--- config.mk ---
export PLATFORM = sky130hd
export DESIGN_NAME = jpeg_marker_segment_parser_top
export DESIGN_NICKNAME = d
export VERILOG_FILES = /design/src/hw/rtl/jmsp_pkg.sv /design/src/hw/rtl/jmsp_step.sv /design/src/hw/rtl/jmsp_out_buf.sv /design/src/hw/rtl/jpeg_marker_segment_parser_top.sv
export SDC_FILE = /design/constraint.sdc
export NUM_CORES = 1
export LEC_CHECK = 0
export ABC_AREA = 1
export BUFFER_PORTS_ARGS = -buffer_cell sky130_fd_sc_hd__buf_4
export CAP_MARGIN = 20
export CORE_ASPECT_RATIO = 0.7
export CORE_MARGIN = 5
export CORE_UTILIZATION = 35
export DETAILED_ROUTE_END_ITERATION = 10
export GPL_ROUTABILITY_DRIVEN = 0
export SYNTH_ARGS = -nofsm -noshare
export SYNTH_HDL_FRONTEND = slang
export SYNTH_HIERARCHICAL = 1
export SYNTH_SLANG_ARGS = --single-unit
--- constraint.sdc ---
create_clock -name clk -period 6.4 [get_ports clk]
set_input_delay 0.32 -clock clk [delete_from_list [all_inputs] [get_ports clk]]
set_output_delay 0.32 -clock clk [all_outputs]
set_load 0.02 [all_outputs]
--- src/hw/rtl/jmsp_pkg.sv ---
`timescale 1ns / 1ps
// ----------------------------------------------------------------------------
// jmsp_pkg
// Shared types, marker codes and the marker classifier of the JPEG marker
// segment parser.
// ----------------------------------------------------------------------------
package jmsp_pkg;

  typedef enum logic [2:0] {
    PH_PREFIX   = 3'd0,
    PH_CODE     = 3'd1,
    PH_LEN_HI   = 3'd2,
    PH_LEN_LO   = 3'd3,
    PH_PAYLOAD  = 3'd4,
    PH_SCAN     = 3'd5,
    PH_STOPPED  = 3'd6,
    PH_FINISHED = 3'd7
  } phase_t;

  typedef enum logic [2:0] {
    EV_NONE       = 3'd0,
    EV_MARKER     = 3'd1,
    EV_PAYLOAD    = 3'd2,
    EV_SOS_DONE   = 3'd3,
    EV_EOI        = 3'd4,
    EV_BAD_MARKER = 3'd5,
    EV_BAD_LENGTH = 3'd6,
    EV_TRUNCATED  = 3'd7
  } event_t;

  typedef enum logic [3:0] {
    CL_SOI   = 4'd0,
    CL_SOF0  = 4'd1,
    CL_SOF2  = 4'd2,
    CL_DHT   = 4'd3,
    CL_APP0  = 4'd4,
    CL_APPN  = 4'd5,
    CL_RST   = 4'd6,
    CL_SOS   = 4'd7,
    CL_DQT   = 4'd8,
    CL_DRI   = 4'd9,
    CL_OTHER = 4'd10
  } class_t;

  localparam logic [7:0] BYTE_PREFIX = 8'hFF;
  localparam logic [7:0] CODE_SOF0   = 8'hC0;
  localparam logic [7:0] CODE_SOF2   = 8'hC2;
  localparam logic [7:0] CODE_DHT    = 8'hC4;
  localparam logic [7:0] CODE_RST0   = 8'hD0;
  localparam logic [7:0] CODE_RST7   = 8'hD7;
  localparam logic [7:0] CODE_SOI    = 8'hD8;
  localparam logic [7:0] CODE_EOI    = 8'hD9;
  localparam logic [7:0] CODE_SOS    = 8'hDA;
  localparam logic [7:0] CODE_DQT    = 8'hDB;
  localparam logic [7:0] CODE_DRI    = 8'hDD;
  localparam logic [7:0] CODE_APP0   = 8'hE0;
  localparam logic [7:0] CODE_APP1   = 8'hE1;
  localparam logic [7:0] CODE_APP14  = 8'hEE;

  localparam logic [15:0] MIN_LENGTH = 16'd2;

  typedef struct packed {
    event_t      event_res;
    logic [7:0]  marker_code;
    class_t      marker_class;
    logic [15:0] segment_length;
    logic [31:0] byte_offset;
  } res_t;

  function automatic class_t classify(input logic [7:0] code);
    class_t cls;
    cls = CL_OTHER;
    unique case (code) inside
      CODE_SOI:               cls = CL_SOI;
      CODE_SOF0:              cls = CL_SOF0;
      CODE_SOF2:              cls = CL_SOF2;
      CODE_DHT:               cls = CL_DHT;
      CODE_APP0:              cls = CL_APP0;
      [CODE_APP1:CODE_APP14]: cls = CL_APPN;
      [CODE_RST0:CODE_RST7]:  cls = CL_RST;
      CODE_SOS:               cls = CL_SOS;
      CODE_DQT:               cls = CL_DQT;
      CODE_DRI:               cls = CL_DRI;
      default:                cls = CL_OTHER;
    endcase
    return cls;
  endfunction

  function automatic logic is_scan_start(input class_t cls);
    return (cls == CL_RST) || (cls == CL_SOS);
  endfunction

endpackage

--- src/hw/rtl/jmsp_step.sv ---
`timescale 1ns / 1ps
// ----------------------------------------------------------------------------
// jmsp_step
// Parser state registers and the combinational next-state update for one stream byte;
// drives the result of the byte being accepted.
// ----------------------------------------------------------------------------
module jmsp_step #(
  parameter int OFFSET_BITS = 32
) (
  input  logic          clk,
  input  logic          rst_n,
  input  logic          in_fire,
  input  logic [7:0]    in_byte,
  input  logic          in_eof,
  output jmsp_pkg::res_t res
);
  import jmsp_pkg::*;

  phase_t                 phase_r, phase_nxt;
  logic [7:0]             marker_r, marker_nxt;
  logic [7:0]             len_hi_r, len_hi_nxt;
  logic [15:0]            left_r, left_nxt;
  logic [15:0]            seg_r, seg_nxt;
  logic [OFFSET_BITS-1:0] offset_r, offset_nxt;
  logic                   prefix_r, prefix_nxt;
  event_t                 ev;
  logic [15:0]            len_full;
  logic [OFFSET_BITS+31:0] offset_ext;
  logic                   marker_scan;

  assign len_full    = {len_hi_r, in_byte};
  assign marker_scan = is_scan_start(classify(marker_r));

  // next state
  always_comb begin
    phase_nxt  = phase_r;
    marker_nxt = marker_r;
    len_hi_nxt = len_hi_r;
    left_nxt   = left_r;
    seg_nxt    = seg_r;
    offset_nxt = offset_r;
    prefix_nxt = prefix_r;
    if (phase_r != PH_STOPPED && phase_r != PH_FINISHED) begin
      if (in_eof) begin
        phase_nxt = PH_STOPPED;
      end else begin
        offset_nxt = offset_r + {{(OFFSET_BITS-1){1'b0}}, 1'b1};
        unique case (phase_r)
          PH_PREFIX: begin
            phase_nxt = (in_byte == BYTE_PREFIX) ? PH_CODE : PH_STOPPED;
          end
          PH_CODE: begin
            marker_nxt = in_byte;
            seg_nxt    = '0;
            if (classify(in_byte) == CL_OTHER) begin
              phase_nxt = PH_STOPPED;
            end else if (classify(in_byte) == CL_SOI) begin
              phase_nxt = PH_PREFIX;
            end else begin
              phase_nxt = PH_LEN_HI;
            end
          end
          PH_LEN_HI: begin
            len_hi_nxt = in_byte;
            phase_nxt  = PH_LEN_LO;
          end
          PH_LEN_LO: begin
            if (len_full < MIN_LENGTH) begin
              phase_nxt = PH_STOPPED;
            end else begin
              seg_nxt  = len_full - MIN_LENGTH;
              left_nxt = len_full - MIN_LENGTH;
              if (len_full != MIN_LENGTH) begin
                phase_nxt = PH_PAYLOAD;
              end else if (marker_scan) begin
                prefix_nxt = 1'b0;
                phase_nxt  = PH_SCAN;
              end else begin
                phase_nxt = PH_PREFIX;
              end
            end
          end
          PH_PAYLOAD: begin
            left_nxt = left_r - 16'd1;
            if (left_r == 16'd1) begin
              if (marker_scan) begin
                prefix_nxt = 1'b0;
                phase_nxt  = PH_SCAN;
              end else begin
                phase_nxt = PH_PREFIX;
              end
            end
          end
          PH_SCAN: begin
            if (prefix_r) begin
              prefix_nxt = 1'b0;
              if (in_byte == CODE_EOI) begin
                phase_nxt = PH_FINISHED;
              end
            end else if (in_byte == BYTE_PREFIX) begin
              prefix_nxt = 1'b1;
            end
          end
          default: begin
            phase_nxt = phase_r;
          end
        endcase
      end
    end
  end

  // outputs
  always_comb begin
    ev = EV_NONE;
    if (phase_r != PH_STOPPED && phase_r != PH_FINISHED) begin
      if (in_eof) begin
        ev = EV_TRUNCATED;
      end else begin
        unique case (phase_r)
          PH_PREFIX: begin
            if (in_byte != BYTE_PREFIX) ev = EV_BAD_MARKER;
          end
          PH_CODE: begin
            ev = (classify(in_byte) == CL_OTHER) ? EV_BAD_MARKER : EV_MARKER;
          end
          PH_LEN_LO: begin
            if (len_full < MIN_LENGTH) begin
              ev = EV_BAD_LENGTH;
            end else if (len_full == MIN_LENGTH && marker_scan) begin
              ev = EV_SOS_DONE;
            end
          end
          PH_PAYLOAD: begin
            ev = (left_r == 16'd1 && marker_scan) ? EV_SOS_DONE : EV_PAYLOAD;
          end
          PH_SCAN: begin
            if (prefix_r && in_byte == CODE_EOI) ev = EV_EOI;
          end
          default: begin
            ev = EV_NONE;
          end
        endcase
      end
    end
  end

  assign offset_ext = {32'd0, offset_nxt};

  always_comb begin
    res.event_res      = ev;
    res.marker_code    = marker_nxt;
    res.marker_class   = classify(marker_nxt);
    res.segment_length = seg_nxt;
    res.byte_offset    = offset_ext[31:0];
  end

  always_ff @(posedge clk) begin
    if (!rst_n) begin
      phase_r  <= PH_PREFIX;
      marker_r <= '0;
      len_hi_r <= '0;
      left_r   <= '0;
      seg_r    <= '0;
      offset_r <= '0;
      prefix_r <= 1'b0;
    end else if (in_fire) begin
      phase_r  <= phase_nxt;
      marker_r <= marker_nxt;
      len_hi_r <= len_hi_nxt;
      left_r   <= left_nxt;
      seg_r    <= seg_nxt;
      offset_r <= offset_nxt;
      prefix_r <= prefix_nxt;
    end
  end

  a_stopped_holds: assert property (@(posedge clk) disable iff (!rst_n)
    phase_r == PH_STOPPED |=> phase_r == PH_STOPPED)
    else $error("stopped parser left its stop state");

  a_finished_holds: assert property (@(posedge clk) disable iff (!rst_n)
    phase_r == PH_FINISHED |=> phase_r == PH_FINISHED && $stable(offset_r))
    else $error("finished parser changed state");

  a_eof_no_advance: assert property (@(posedge clk) disable iff (!rst_n)
    in_fire && in_eof |=> offset_r == $past(offset_r))
    else $error("end of file advanced the byte offset");

  a_payload_nonzero: assert property (@(posedge clk) disable iff (!rst_n)
    phase_r == PH_PAYLOAD |-> left_r != 16'd0)
    else $error("payload phase with nothing left to skip");

endmodule

--- src/hw/rtl/jmsp_out_buf.sv ---
`timescale 1ns / 1ps
// ----------------------------------------------------------------------------
// jmsp_out_buf
// Result register with a skid stage; takes a request every cycle while the
// skid stage is empty.
// ----------------------------------------------------------------------------
module jmsp_out_buf (
  input  logic           clk,
  input  logic           rst_n,
  input  logic           push,
  input  jmsp_pkg::res_t push_data,
  output logic           full,
  output logic           out_valid,
  input  logic           out_stall,
  output jmsp_pkg::res_t out_data
);
  import jmsp_pkg::*;

  logic main_valid_r, main_valid_nxt;
  logic skid_valid_r, skid_valid_nxt;
  res_t main_r, main_nxt;
  res_t skid_r, skid_nxt;
  logic take;

  assign take      = main_valid_r && !out_stall;
  assign full      = skid_valid_r;
  assign out_valid = main_valid_r;
  assign out_data  = main_r;

  always_comb begin
    main_valid_nxt = main_valid_r;
    skid_valid_nxt = skid_valid_r;
    main_nxt       = main_r;
    skid_nxt       = skid_r;
    if (!main_valid_r || take) begin
      if (skid_valid_r) begin
        main_nxt       = skid_r;
        main_valid_nxt = 1'b1;
        skid_valid_nxt = 1'b0;
      end else begin
        main_nxt       = push_data;
        main_valid_nxt = push;
      end
    end else if (push) begin
      skid_nxt       = push_data;
      skid_valid_nxt = 1'b1;
    end
  end

  always_ff @(posedge clk) begin
    if (!rst_n) begin
      main_valid_r <= 1'b0;
      skid_valid_r <= 1'b0;
    end else begin
      main_valid_r <= main_valid_nxt;
      skid_valid_r <= skid_valid_nxt;
    end
  end

  always_ff @(posedge clk) begin
    main_r <= main_nxt;
    skid_r <= skid_nxt;
  end

  a_skid_behind_main: assert property (@(posedge clk) disable iff (!rst_n)
    skid_valid_r |-> main_valid_r)
    else $error("skid stage holds a result ahead of the output register");

  a_skid_fills_on_stall: assert property (@(posedge clk) disable iff (!rst_n)
    main_valid_r && out_stall && push && !skid_valid_r |=> skid_valid_r)
    else $error("request lost while output stalled");

endmodule

--- src/hw/rtl/jpeg_marker_segment_parser_top.sv ---
`timescale 1ns / 1ps
// ----------------------------------------------------------------------------
// jpeg_marker_segment_parser_top
// JPEG marker segment parser: walks SOI, segment headers and payloads, then
// scans entropy-coded data for EOI; one result per stream byte.
//
//   channel | direction | ports
//   --------+-----------+---------------------------------------------------
//   in_     | input     | in_valid, in_stall, in_byte_value, in_end_of_file
//   out_    | output    | out_valid, out_stall, out_event_res, out_marker_code,
//           |           | out_marker_class, out_segment_length, out_byte_offset
//
// One byte per cycle while in_stall is low; each result is registered in the output register or its skid stage.
// The parser state updates in the cycle of acceptance, from one register stage.
// Synchronous reset clears the parser state and the valid flags of both output stages.
// in_stall rises only when the output register and its skid stage are full,
// so one result can wait on out_stall without blocking the next request.
// ----------------------------------------------------------------------------
module jpeg_marker_segment_parser_top #(
  parameter int OFFSET_BITS = 32
) (
  input  logic        clk,
  input  logic        rst_n,
  input  logic        in_valid,
  output logic        in_stall,
  input  logic [7:0]  in_byte_value,
  input  logic        in_end_of_file,
  output logic        out_valid,
  input  logic        out_stall,
  output logic [2:0]  out_event_res,
  output logic [7:0]  out_marker_code,
  output logic [3:0]  out_marker_class,
  output logic [15:0] out_segment_length,
  output logic [31:0] out_byte_offset
);
  import jmsp_pkg::*;

  logic in_fire;
  logic buf_full;
  res_t step_res;
  res_t out_res;

  assign in_stall = buf_full;
  assign in_fire  = in_valid && !buf_full;

  jmsp_step #(
    .OFFSET_BITS(OFFSET_BITS)
  ) u_step (
    .clk    (clk),
    .rst_n  (rst_n),
    .in_fire(in_fire),
    .in_byte(in_byte_value),
    .in_eof (in_end_of_file),
    .res    (step_res)
  );

  jmsp_out_buf u_out_buf (
    .clk      (clk),
    .rst_n    (rst_n),
    .push     (in_fire),
    .push_data(step_res),
    .full     (buf_full),
    .out_valid(out_valid),
    .out_stall(out_stall),
    .out_data (out_res)
  );

  assign out_event_res      = out_res.event_res;
  assign out_marker_code    = out_res.marker_code;
  assign out_marker_class   = out_res.marker_class;
  assign out_segment_length = out_res.segment_length;
  assign out_byte_offset    = out_res.byte_offset;

endmodule
==> run summary <==
Status = completed
Via count = 8,617
CP required = 6.53 ns
Final setup vio count = 0
CP Class = register to register
Clock skew = 0.0109 ns
Die area = 34,400 um2
Cell count after synthesis = 1,334
I/O pin total = 78
Final WL = 26,500 um
Worst setup EP type = register
Clock latency on the worst-skew pair = 0.51 ns
Setup total negative slack = 0 ns
Setup bufs post-CTS = 0
Cts repair resizes = 0
Wire per inst = 14.6 um
IR drop worst, VDD = 0.153 mV
Clock Tree Buf Depth = 3
Area of the core = 30,200 um2
Initial antenna violation count = 0
Vias in the first global route = 7,875
Vias/cell = 4.73
Final worst path period share = 39.2%
Yosys reg bits = 212
Initial Util = 35.6%
WHS = 0.125 ns
Total CTS buffers = 23
Ant. Diodes = 0
Sequential-to-total area share from yosys stat = 51.2%
GRT overflow = 0
Pin count of the biggest net entering global routing = 119
TritonCTS clock tree = yes
Post-Synth Adder-Cell Area = 0.582%
Global-route wire length before repair = 42,800 um
Nets = 1,413
Power Dens Cells = 270 nW/um2
Site Rows = 53
Dpl hpwl = 18,200 um
H-tree depth = 1
Die height = 157 um
Sink Count = 212
Cell Area, Synth = 10,700 um2
YS warnings = 6
Antenna Nets Post-Route = 0
Layout cell share with drive strength beyond 1 = 12.5%
IO buf count = 77
Setup Slack @ Placement = 3.83 ns
Dominant register cell in the synthesized netlist = edfxtp_1
First-pass iteration count of the detailed router = 5
Mux share of post-synthesis cell area = 0%
Reg clk slew, reported paths = 0.06 ns
Max Slew Vio Count = 0
Hold_buf cts = 0
Die X = 219 um
CP arrival = 2.64 ns
RSZ-0062 raised after global routing = no
GRT Overall Usage = 15.3%
Post-synth ARST share = 0%
XOR/XNOR Fraction of Synth Area = 2.93%
CTS Root Cell = clkbuf_16
Unique masters post-synth = 39
Synth Area in Compound Gates = 12.0%
Area delta synth->final = 15.1%
Simple-Gate Fraction of Synth Area = 23.0%
Leakage = 5.31 nW
Hold WC Path Type = input port to register
Maxcap violations = 0
F_max = 0.399 GHz
Worst Path Max Fanout = 64
Drc violations = 0
Syn_nets = 1,352
Worst slew margin = 37.4%
End-of-flow core utilization = 41.0%
Initial DRC count = 812
Final setup margin = 3.89 ns
Count of flip-flops with a built-in enable after synthesis = 126
Final Critical Period = 2.51 ns
Avg Inst Size Synth = 8.06 um2
Largest family of logic cells by synthesized area = simple AND/OR/NAND/NOR gates
Final hold vios = 0
Worst Setup Start Kind = register
Least-Margin Pin Slew = 0.939 ns
-- cells by family (layout without fill, tap and decap cells) --
group | count (synthesis) | in the layout
adder cells (fa/ha/maj) | 5 | 5
AO/OA/AOI/OAI | 248 | 248
XOR/XNOR | 36 | 36
flip-flops | 212 | 212
buffers and inverters | 271 | 348
AND/OR/NAND/NOR | 562 | 562
-- cell usage after synthesis, types with 2 or more instances --
| library cell | number | area, um2 |
|---|---|---|
| buf_2 | 10 | 50.1 |
| o21ai_0 | 87 | 435 |
| nand2_4 | 2 | 22.5 |
| o21ai_1 | 74 | 370 |
| inv_2 | 14 | 52.6 |
| o211ai_1 | 5 | 37.5 |
| o21ai_2 | 4 | 35.0 |
| xnor2_1 | 5 | 43.8 |
| nand3_4 | 3 | 52.6 |
| nand2_1 | 285 | 1070 |
| nor2_2 | 8 | 50.1 |
| a31oi_1 | 3 | 18.8 |
| buf_6 | 4 | 45.0 |
| nand4_1 | 20 | 125 |
| clkbuf_1 | 22 | 82.6 |
| dfxtp_1 | 86 | 1720 |
| inv_1 | 209 | 785 |
| nand3_1 | 71 | 355 |
| ha_1 | 5 | 62.6 |
| nor2_4 | 8 | 90.1 |
| xor2_1 | 31 | 272 |
| a21oi_1 | 69 | 345 |
| nand2_2 | 16 | 100 |
| nor3_1 | 18 | 90.1 |
| nor2_1 | 126 | 473 |
| edfxtp_1 | 126 | 3780 |
| buf_4 | 11 | 82.6 |
-- cell type report --
type                    instances  area [um2]
clock buffers                  30         632
clock inverters                11        61.3
fillers                      3038       17800
inverters                     224         841
multi-input cells             851        4160
flip-flops and latches        212        5510
well taps                     412         515
repair buffers                 83         656
-- registers in the layout, indices dropped and copies added (netlist names) --
| signal | flops |
|---|---|
| u_step/offset_r | 32 |
| u_step/len_hi_r | 8 |
| u_step/left_r | 16 |
| u_out_buf/skid_r | 63 |
| u_step/seg_r | 16 |
| u_step/prefix_r | 1 |
| u_out_buf/out_valid | 1 |
| u_step/marker_r | 8 |
| u_step/phase_r | 3 |
| u_out_buf/out_data | 63 |
| u_out_buf/full | 1 |
-- placed cells by master, fill, tap and decap left out, drive strengths merged, types with 2 or more instances in the layout --
master	netlist	routed
a21oi	69	69
a31oi	3	3
buf	25	83
clkbuf	22	30
clkinv	1	7
clkinvlp	0	2
dfxtp	86	86
edfxtp	126	126
ha	5	5
inv	223	226
nand2	303	303
nand3	74	74
nand4	20	20
nor2	143	143
nor3	18	18
o211ai	5	5
o21ai	165	165
xnor2	5	5
xor2	31	31
-- metrics by stage --
stage          area (um2)  cells  power [mW]
2_1_floorplan       10700   1334        1.96
3_3_place_gp        11600   1780        2.13
3_5_place_dp        11600   1780        2.13
4_1_cts             12300   1821        3.39
5_1_grt             12400   1823        3.52
6_report            12400   1823        3.34
-- metal layers --
metal  up-vias  routed length (um)  track usage (%)  part of all wire, %
met4         0                 310             2.42                  1.2
met5         -                   0                0                    0
met3        28                2060             3.54                  7.8
li1       4429                   -                -                    -
met1      3902               14100             24.5                   53
met2       258               10100             21.0                   38
-- critical path, cell delays in order, from the launching register on --
cell	delay (ns)
dfxtp_1	0.39
nand2_4	0.49
nor2_4	0.50
buf_4	0.65
-- report_power, final --
group	switching [mW]	internal (mW)
sequential	0.0505	1.55
clock	0.541	0.696
combinational	0.338	0.165
-- path summary, 6_finish.rpt --
kind | startpoint | end | cells past startpoint | slack, ns
max | u_out_buf/out_valid | u_out_buf/skid_r[54] | 3 | 3.89
min | in_byte_value[7] | u_step/len_hi_r[7] | 3 | 0.13
max reg2reg | u_out_buf/out_valid | u_out_buf/skid_r[54] | 3 | 3.89
min reg2reg | u_step/left_r[15] | u_step/left_r[15] | 2 | 0.49
No activity file was read; power rests on OpenSTA's default activity.
